## config.mk

```make
export PLATFORM = sky130hd
export DESIGN_NAME = top_k_min_heap_tracker_unit
export DESIGN_NICKNAME = d
export VERILOG_FILES = /design/src/hw/rtl/tkh_pkg.sv /design/src/hw/rtl/tkh_ctrl.sv /design/src/hw/rtl/tkh_dp.sv /design/src/hw/rtl/top_k_min_heap_tracker_unit.sv
export SDC_FILE = /design/constraint.sdc
export NUM_CORES = 2
export LEC_CHECK = 0
export BUFFER_PORTS_ARGS = -buffer_cell sky130_fd_sc_hd__buf_2
export CAP_MARGIN = 20
export CORE_UTILIZATION = 45
export CTS_CLUSTER_SIZE = 28
export DETAILED_ROUTE_END_ITERATION = 7
export PLACE_DENSITY = 0.59
export SYNTH_ARGS = -nofsm -noshare
export SYNTH_HDL_FRONTEND = slang
export SYNTH_SLANG_ARGS = --single-unit
```

## constraint.sdc

```tcl
create_clock -name clk -period 24.6 [get_ports clk]
set_input_delay 2.46 -clock clk [delete_from_list [all_inputs] [get_ports clk]]
set_output_delay 2.46 -clock clk [all_outputs]
set_load 0.1 [all_outputs]
```

## src/hw/rtl/tkh_pkg.sv

```systemverilog
// Shared types and codes for the top-k min-heap tracker.
// No dependencies; used by tkh_ctrl, tkh_dp and the top level.
`default_nettype none
package tkh_pkg;

  localparam logic [2:0] ACT_RAISED    = 3'd0;
  localparam logic [2:0] ACT_UNCHANGED = 3'd1;
  localparam logic [2:0] ACT_INSERTED  = 3'd2;
  localparam logic [2:0] ACT_REPLACED  = 3'd3;
  localparam logic [2:0] ACT_REJECTED  = 3'd4;

  localparam logic [3:0] CMD_NONE      = 4'd0;
  localparam logic [3:0] CMD_LOAD      = 4'd1;
  localparam logic [3:0] CMD_STEP      = 4'd2;
  localparam logic [3:0] CMD_RAISE     = 4'd3;
  localparam logic [3:0] CMD_INSERT    = 4'd4;
  localparam logic [3:0] CMD_REPLACE   = 4'd5;
  localparam logic [3:0] CMD_SWAP_UP   = 4'd6;
  localparam logic [3:0] CMD_SWAP_DOWN = 4'd7;
  localparam logic [3:0] CMD_RESULT    = 4'd8;

  typedef struct packed {
    logic [3:0] op;
    logic [2:0] act;
  } cmd_t;

  typedef struct packed {
    logic out_busy;
    logic hit;
    logic search_end;
    logic higher;
    logic room;
    logic beats_min;
    logic up_ok;
    logic down_ok;
  } status_t;

endpackage
`default_nettype wire

```

## src/hw/rtl/tkh_ctrl.sv

```systemverilog
// Sequencer for the tracker: key search, placement and heap sift steps.
// Depends on tkh_pkg; drives tkh_dp through cmd_t and reads status_t.
`default_nettype none
module tkh_ctrl (
  input  wire              clk,
  input  wire              rst,
  input  wire              s_tvalid,
  output logic             s_tready,
  input  tkh_pkg::status_t st,
  output tkh_pkg::cmd_t    cmd
);
  import tkh_pkg::*;

  localparam logic [1:0] S_IDLE   = 2'd0;
  localparam logic [1:0] S_SEARCH = 2'd1;
  localparam logic [1:0] S_UP     = 2'd2;
  localparam logic [1:0] S_DOWN   = 2'd3;

  logic [1:0] state, state_next;
  logic [2:0] act, act_next;

  assign s_tready = (state == S_IDLE) && !st.out_busy;

  always_comb begin
    state_next = state;
    act_next   = act;
    cmd.op     = CMD_NONE;
    cmd.act    = act;
    unique case (state)
      S_IDLE: begin
        if (s_tvalid && s_tready) begin
          cmd.op     = CMD_LOAD;
          state_next = S_SEARCH;
        end
      end
      S_SEARCH: begin
        priority if (st.hit) begin
          if (st.higher) begin
            cmd.op = CMD_RAISE; act_next = ACT_RAISED; state_next = S_DOWN;
          end else begin
            cmd.op = CMD_RESULT; cmd.act = ACT_UNCHANGED; state_next = S_IDLE;
          end
        end else if (st.search_end) begin
          priority if (st.room) begin
            cmd.op = CMD_INSERT; act_next = ACT_INSERTED; state_next = S_UP;
          end else if (st.beats_min) begin
            cmd.op = CMD_REPLACE; act_next = ACT_REPLACED; state_next = S_DOWN;
          end else begin
            cmd.op = CMD_RESULT; cmd.act = ACT_REJECTED; state_next = S_IDLE;
          end
        end else begin
          cmd.op = CMD_STEP;
        end
      end
      S_UP: begin
        if (st.up_ok) begin
          cmd.op = CMD_SWAP_UP;
        end else begin
          cmd.op = CMD_RESULT; state_next = S_IDLE;
        end
      end
      S_DOWN: begin
        if (st.down_ok) begin
          cmd.op = CMD_SWAP_DOWN;
        end else begin
          cmd.op = CMD_RESULT; state_next = S_IDLE;
        end
      end
      default: state_next = S_IDLE;
    endcase
  end

  always_ff @(posedge clk) begin
    if (rst) begin
      state <= S_IDLE;
      act   <= ACT_REJECTED;
    end else begin
      state <= state_next;
      act   <= act_next;
    end
  end
endmodule
`default_nettype wire

```

## src/hw/rtl/tkh_dp.sv

```systemverilog
// Datapath for the tracker: heap entry registers, cursor, count, result register.
// Depends on tkh_pkg; commanded by tkh_ctrl.
`default_nettype none
module tkh_dp #(
  parameter int CAPACITY = 16
) (
  input  wire              clk,
  input  wire              rst,
  input  wire  [95:0]      s_tdata,
  input  tkh_pkg::cmd_t    cmd,
  output tkh_pkg::status_t st,
  output logic             m_tvalid,
  input  wire              m_tready,
  output logic [39:0]      m_tdata
);
  import tkh_pkg::*;

  localparam int CW = $clog2(CAPACITY + 1);
  localparam int AW = (CAPACITY > 1) ? $clog2(CAPACITY) : 1;
  localparam logic [CW:0] CAP_W = (CW + 1)'(CAPACITY);

  logic [31:0]        keys   [CAPACITY];
  logic signed [31:0] scores [CAPACITY];
  logic [30:0]        ids    [CAPACITY];

  logic [CW-1:0]      count;
  logic [CW-1:0]      pos;
  logic [31:0]        in_key;
  logic signed [31:0] in_score;
  logic [30:0]        in_id;

  logic [CW:0]        pos_w, lft, rgt, par, best;
  logic signed [31:0] s_pos, s_l, s_r, s_best, s_par;
  logic [AW-1:0]      a_pos, a_best, a_par;

  always_comb begin
    pos_w  = {1'b0, pos};
    lft    = (pos_w << 1) + (CW + 1)'(1);
    rgt    = (pos_w << 1) + (CW + 1)'(2);
    par    = (pos_w - (CW + 1)'(1)) >> 1;
    a_pos  = pos[AW-1:0];
    a_par  = par[AW-1:0];
    s_pos  = scores[a_pos];
    s_l    = scores[lft[AW-1:0]];
    s_r    = scores[rgt[AW-1:0]];
    s_par  = scores[a_par];
    best   = pos_w;
    s_best = s_pos;
    if (lft < {1'b0, count} && s_l < s_best) begin
      best = lft; s_best = s_l;
    end
    if (rgt < {1'b0, count} && s_r < s_best) begin
      best = rgt;
    end
    a_best = best[AW-1:0];

    st.out_busy   = m_tvalid;
    st.search_end = pos >= count;
    st.hit        = !st.search_end && (keys[a_pos] == in_key);
    st.higher     = in_score > s_pos;
    st.room       = {1'b0, count} < CAP_W;
    st.beats_min  = in_score > scores[0];
    st.up_ok      = (pos != '0) && (s_par > s_pos);
    st.down_ok    = best != pos_w;
  end

  // Entry storage and cursor.
  always_ff @(posedge clk) begin
    unique case (cmd.op)
      CMD_LOAD: begin
        in_key   <= s_tdata[31:0];
        in_score <= s_tdata[63:32];
        in_id    <= s_tdata[94:64];
        pos      <= '0;
      end
      CMD_STEP: pos <= pos + CW'(1);
      CMD_RAISE: scores[a_pos] <= in_score;
      CMD_INSERT: begin
        keys[count[AW-1:0]]   <= in_key;
        scores[count[AW-1:0]] <= in_score;
        ids[count[AW-1:0]]    <= in_id;
        pos                   <= count;
      end
      CMD_REPLACE: begin
        keys[0]   <= in_key;
        scores[0] <= in_score;
        ids[0]    <= in_id;
        pos       <= '0;
      end
      CMD_SWAP_UP: begin
        keys[a_pos]   <= keys[a_par];   keys[a_par]   <= keys[a_pos];
        scores[a_pos] <= s_par;         scores[a_par] <= s_pos;
        ids[a_pos]    <= ids[a_par];    ids[a_par]    <= ids[a_pos];
        pos           <= par[CW-1:0];
      end
      CMD_SWAP_DOWN: begin
        keys[a_pos]    <= keys[a_best];   keys[a_best]   <= keys[a_pos];
        scores[a_pos]  <= scores[a_best]; scores[a_best] <= s_pos;
        ids[a_pos]     <= ids[a_best];    ids[a_best]    <= ids[a_pos];
        pos            <= best[CW-1:0];
      end
      default: ;
    endcase
  end

  // Count and result register.
  always_ff @(posedge clk) begin
    if (rst) begin
      count    <= '0;
      m_tvalid <= 1'b0;
    end else begin
      if (cmd.op == CMD_INSERT) count <= count + CW'(1);
      if (cmd.op == CMD_RESULT) m_tvalid <= 1'b1;
      else if (m_tready) m_tvalid <= 1'b0;
    end
  end

  always_ff @(posedge clk) begin
    if (cmd.op == CMD_RESULT) begin
      m_tdata[2:0]   <= cmd.act;
      m_tdata[34:3]  <= (count != '0) ? scores[0] : 32'sd0;
      m_tdata[39:35] <= 5'(count);
    end
  end
endmodule
`default_nettype wire

```

## src/hw/rtl/top_k_min_heap_tracker_unit.sv

```systemverilog
// Top-k min-heap tracker: keeps the CAPACITY best-scoring keyed entries.
// Uses tkh_pkg, tkh_ctrl (sequencer) and tkh_dp (heap storage and compare).
//
// Usage:
//   Offer items on the s_ stream: a player key, a signed score and an id.
//   Each item yields exactly one result item on the m_ stream: the action
//   taken, the lowest held score after the step (0 when empty) and the
//   number of held entries.
// Processing:
//   One item at a time. The key search walks the held entries one per cycle
//   and decides on a miss once the walk has passed the last entry, then the
//   heap is restored one compare-swap per cycle (sifting up after an insert,
//   down after a raise or replace), then the result register is loaded.
//   The search loop over the entry registers is the longest phase.
// Reset:
//   rst (synchronous, active high) empties the table and drops any pending
//   result; entry contents are left as they are and never read until written.
// Stalls:
//   A result waits in the output register while m_tready is low; the next
//   item is not taken until that result has gone.
`default_nettype none
module top_k_min_heap_tracker_unit #(
  parameter int CAPACITY = 16
) (
  input  wire         clk,
  input  wire         rst,
  input  wire         s_tvalid,
  output logic        s_tready,
  input  wire  [95:0] s_tdata,   // player_key[31:0], score[63:32], player_id[94:64], pad
  output logic        m_tvalid,
  input  wire         m_tready,
  output logic [39:0] m_tdata    // action[2:0], min_score[34:3], entry_count[39:35]
);
  import tkh_pkg::*;

  cmd_t    cmd;
  status_t st;

  // Sequencer: search, place, sift, report.
  tkh_ctrl u_ctrl (
    .clk      (clk),
    .rst      (rst),
    .s_tvalid (s_tvalid),
    .s_tready (s_tready),
    .st       (st),
    .cmd      (cmd)
  );

  // Heap entries, cursor and result register.
  tkh_dp #(.CAPACITY(CAPACITY)) u_dp (
    .clk      (clk),
    .rst      (rst),
    .s_tdata  (s_tdata),
    .cmd      (cmd),
    .st       (st),
    .m_tvalid (m_tvalid),
    .m_tready (m_tready),
    .m_tdata  (m_tdata)
  );
endmodule
`default_nettype wire
```

==> results.sh <==
export IMPL_wirelength_um=358000
export IMPL_postCtsHoldBufs=0
export IMPL_rows=156
export IMPL_die_area_mm2=0.1843
export IMPL_ys_ff_latch=1148
export IMPL_antenna_left=0
export IMPL_start_util_pct=45.36
export IMPL_numCtsBuffers=140
export IMPL_nNetsFinal=6661
export IMPL_tns_ns=0
export IMPL_globalRouteOverflowTotal=0
export IMPL_criticalPathCategory="reg -> reg"
export IMPL_max_slew_margin_pct=20.48
export IMPL_synth_edf_count=1133
export IMPL_clk_latency_ns=0.83
export IMPL_cp_arrival_ns=14.67
export IMPL_yosysSeqAreaShare_pct=41.78
export IMPL_status="finished clean"
export IMPL_drive_gt1_share_pct=25.57
export IMPL_dp_final_hpwl_um=202000
export IMPL_end_kind="register"
export IMPL_die_x_um=429.3
export IMPL_drt_pass1_iter_count=7
export IMPL_hp_class="reg -> reg"
export IMPL_syn_nets=6898
export IMPL_netlist_area_mm2=0.08216
export IMPL_core_area_mm2=0.1811
export IMPL_grt_max_degree=127
export IMPL_wl_per_cell_um=40.33
export IMPL_synth_top_cell_area_share_pct=41.41
export IMPL_yosys_cell_count_top_type="edfxtp_1"
export IMPL_cts_sinks=1148
export IMPL_critPathMaxFanout=64
export IMPL_cts_tree="done"
export IMPL_post_route_period_util_pct=58.07
export IMPL_post_route_util_pct=49.40
export IMPL_port_buffers=109
export IMPL_fmax_mhz=70.00
export IMPL_drv_cap=0
export IMPL_critPathLaunchType="register"
export IMPL_track_usage_pct=37.93
export IMPL_htreeDepth=4
export IMPL_period_minus_slack_ns=14.29
export IMPL_setup_viol=0
export IMPL_die_h_um=429.3
export IMPL_io_pins=142
export IMPL_first_global_vias=64700
export IMPL_slowest_stage="a2bb2oi_1"
export IMPL_critPathRequiredTime_ns=24.99
export IMPL_drcViolationCount=0
export IMPL_hold_viol=0
export IMPL_rsz0062_at_grt="false"
export IMPL_synthCells=6623
export IMPL_path_clk_slew_ns=0.06
export IMPL_vias=68030
export IMPL_yosys_top_cells_count="edfxtp_1, mux4_2, mux2i_1"
export IMPL_avgSynthCellArea_um2=12.40
export IMPL_root_buffer="clkbuf_16"
export IMPL_final_setup_skew_ns=0.04151
export IMPL_synth_main_ff_cell="edfxtp_1"
export IMPL_yosysTopAreaCell="edfxtp_1"
export IMPL_fillCellCount=15910
export IMPL_antenna_found_initial=12
export IMPL_worst_pin_slew_ns=1.193
export IMPL_min_from="u_ctrl.act[2]"
export IMPL_drv_slew=0
export IMPL_yosys_warnings=0
export IMPL_via_per_inst=7.665
export IMPL_drtIter0Drc=12600
export IMPL_area_delta_synth_final_pct=8.906
export IMPL_cp_common_cell="buf_4"
export IMPL_netlist_cell_type_count=111
export IMPL_async_flop_share_pct=0
export IMPL_slowest_delay_ns=0.90
export IMPL_place_congestion=0.9569
export IMPL_cts_resized=0
export IMPL_postCtsSetupRepairBufs=0
export IMPL_synth_area_top_cells="edfxtp_1, mux4_2, mux2i_1, mux2_2, ha_1"
export IMPL_clockBufferDepth=3
export IMPL_grt_first_pass_wirelength_um=494400
-- flip-flops by register name, indices dropped and copies added, names as in the netlist, named ones only --
name,count
u_ctrl.act,3
u_ctrl.state,2
u_dp.count,5
u_dp.in_key,32
u_dp.in_score,32
u_dp.keys,512
u_dp.m_tdata,40
u_dp.m_tvalid,1
u_dp.pos,5
u_dp.scores,512
-- cell families (layout without fill, tap and decap cells) --
| kind of cell | Yosys count | count (layout) | share of synthesized area [%] |
|---|---|---|---|
| xor gates and xnor gates | 45 | 45 | 0.4797 |
| AOI/OAI and AO/OA | 1499 | 1499 | 12.60 |
| and+or+nand+nor | 1362 | 1362 | 7.412 |
| other | 0 | 14 | 0 |
| DFF | 1148 | 1148 | 41.78 |
| muxes | 1610 | 1610 | 30.89 |
| buffers and inverters | 784 | 653 | 4.176 |
| adders and majority gates | 175 | 175 | 2.665 |
-- per-stage QoR --
stage	instances	instance area (um^2)	hold slack (ns)	setup slack, ns
final	8876	89470	0.4634	10.31
after global routing	8863	89440	0.4992	9.971
after CTS	8853	89330	0.4571	10.76
after detailed placement	8605	85090	0.4439	10.81
after global placement	8601	85070	0.4351	10.79
after floorplan	6623	82160	0.4064	11.59
-- path summary, 6_finish.rpt --
path                         to  slack, ns  depth (start not counted)
max reg2reg  u_dp.scores[2][25]      10.31                         32
min reg2reg       u_ctrl.act[2]       0.46                          1
min               u_ctrl.act[2]       0.46                          1
max          u_dp.scores[2][25]      10.31                         32
-- per-layer routing --
metal | GRT usage, % | vias up | share of wire, %
met2 | 54.11 | 6591 | 42
met4 | 24.05 | 10 | 7.5
li1 | - | 26250 | -
met5 | 0 | - | 0.046
met1 | 48.90 | 33600 | 35
met3 | 13.49 | 1581 | 16
-- critical path, delay by kind of cell, from the launching register on --
family,cells,cell delay [ns]
buffers and inverters,8,4.49
and+or+nand+nor,11,4.42
AOI/OAI and AO/OA,9,2.35
adders and majority gates,2,0.88
muxes,2,0.87
DFF,1,0.45
-- cell usage in the layout, fill, tap and decap left out, types with 53 or more instances in the layout --
cell type / count
edfxtp_1: 1133
mux4_2: 720
mux2i_1: 687
nand2_1: 557
nor2_1: 306
a21oi_1: 289
o21ai_0: 259
buf_4: 226
mux2_2: 196
ha_1: 174
o22ai_1: 154
nor3_1: 150
clkbuf_16: 142
buf_2: 112
nand3_1: 100
a22oi_1: 96
o21ai_1: 61
inv_1: 56
o22a_1: 53
-- cell type report --
type / instances / area [um^2] / share of cell area [%]
multi-input combinational: 4691 / 45280 / 50.60
sequential: 1148 / 34340 / 38.38
clock buffer: 182 / 3704 / 4.139
tap: 2370 / 2965 / 3.314
timing repair buffer: 344 / 2377 / 2.657
clock inverter: 66 / 539.3 / 0.6027
inverter: 61 / 239.0 / 0.2671
antenna: 14 / 35.03 / 0.03916
Power is left out: the tool's default activity adds up to more than one toggle a clock period on the data nets, which glitch-free logic cannot reach.
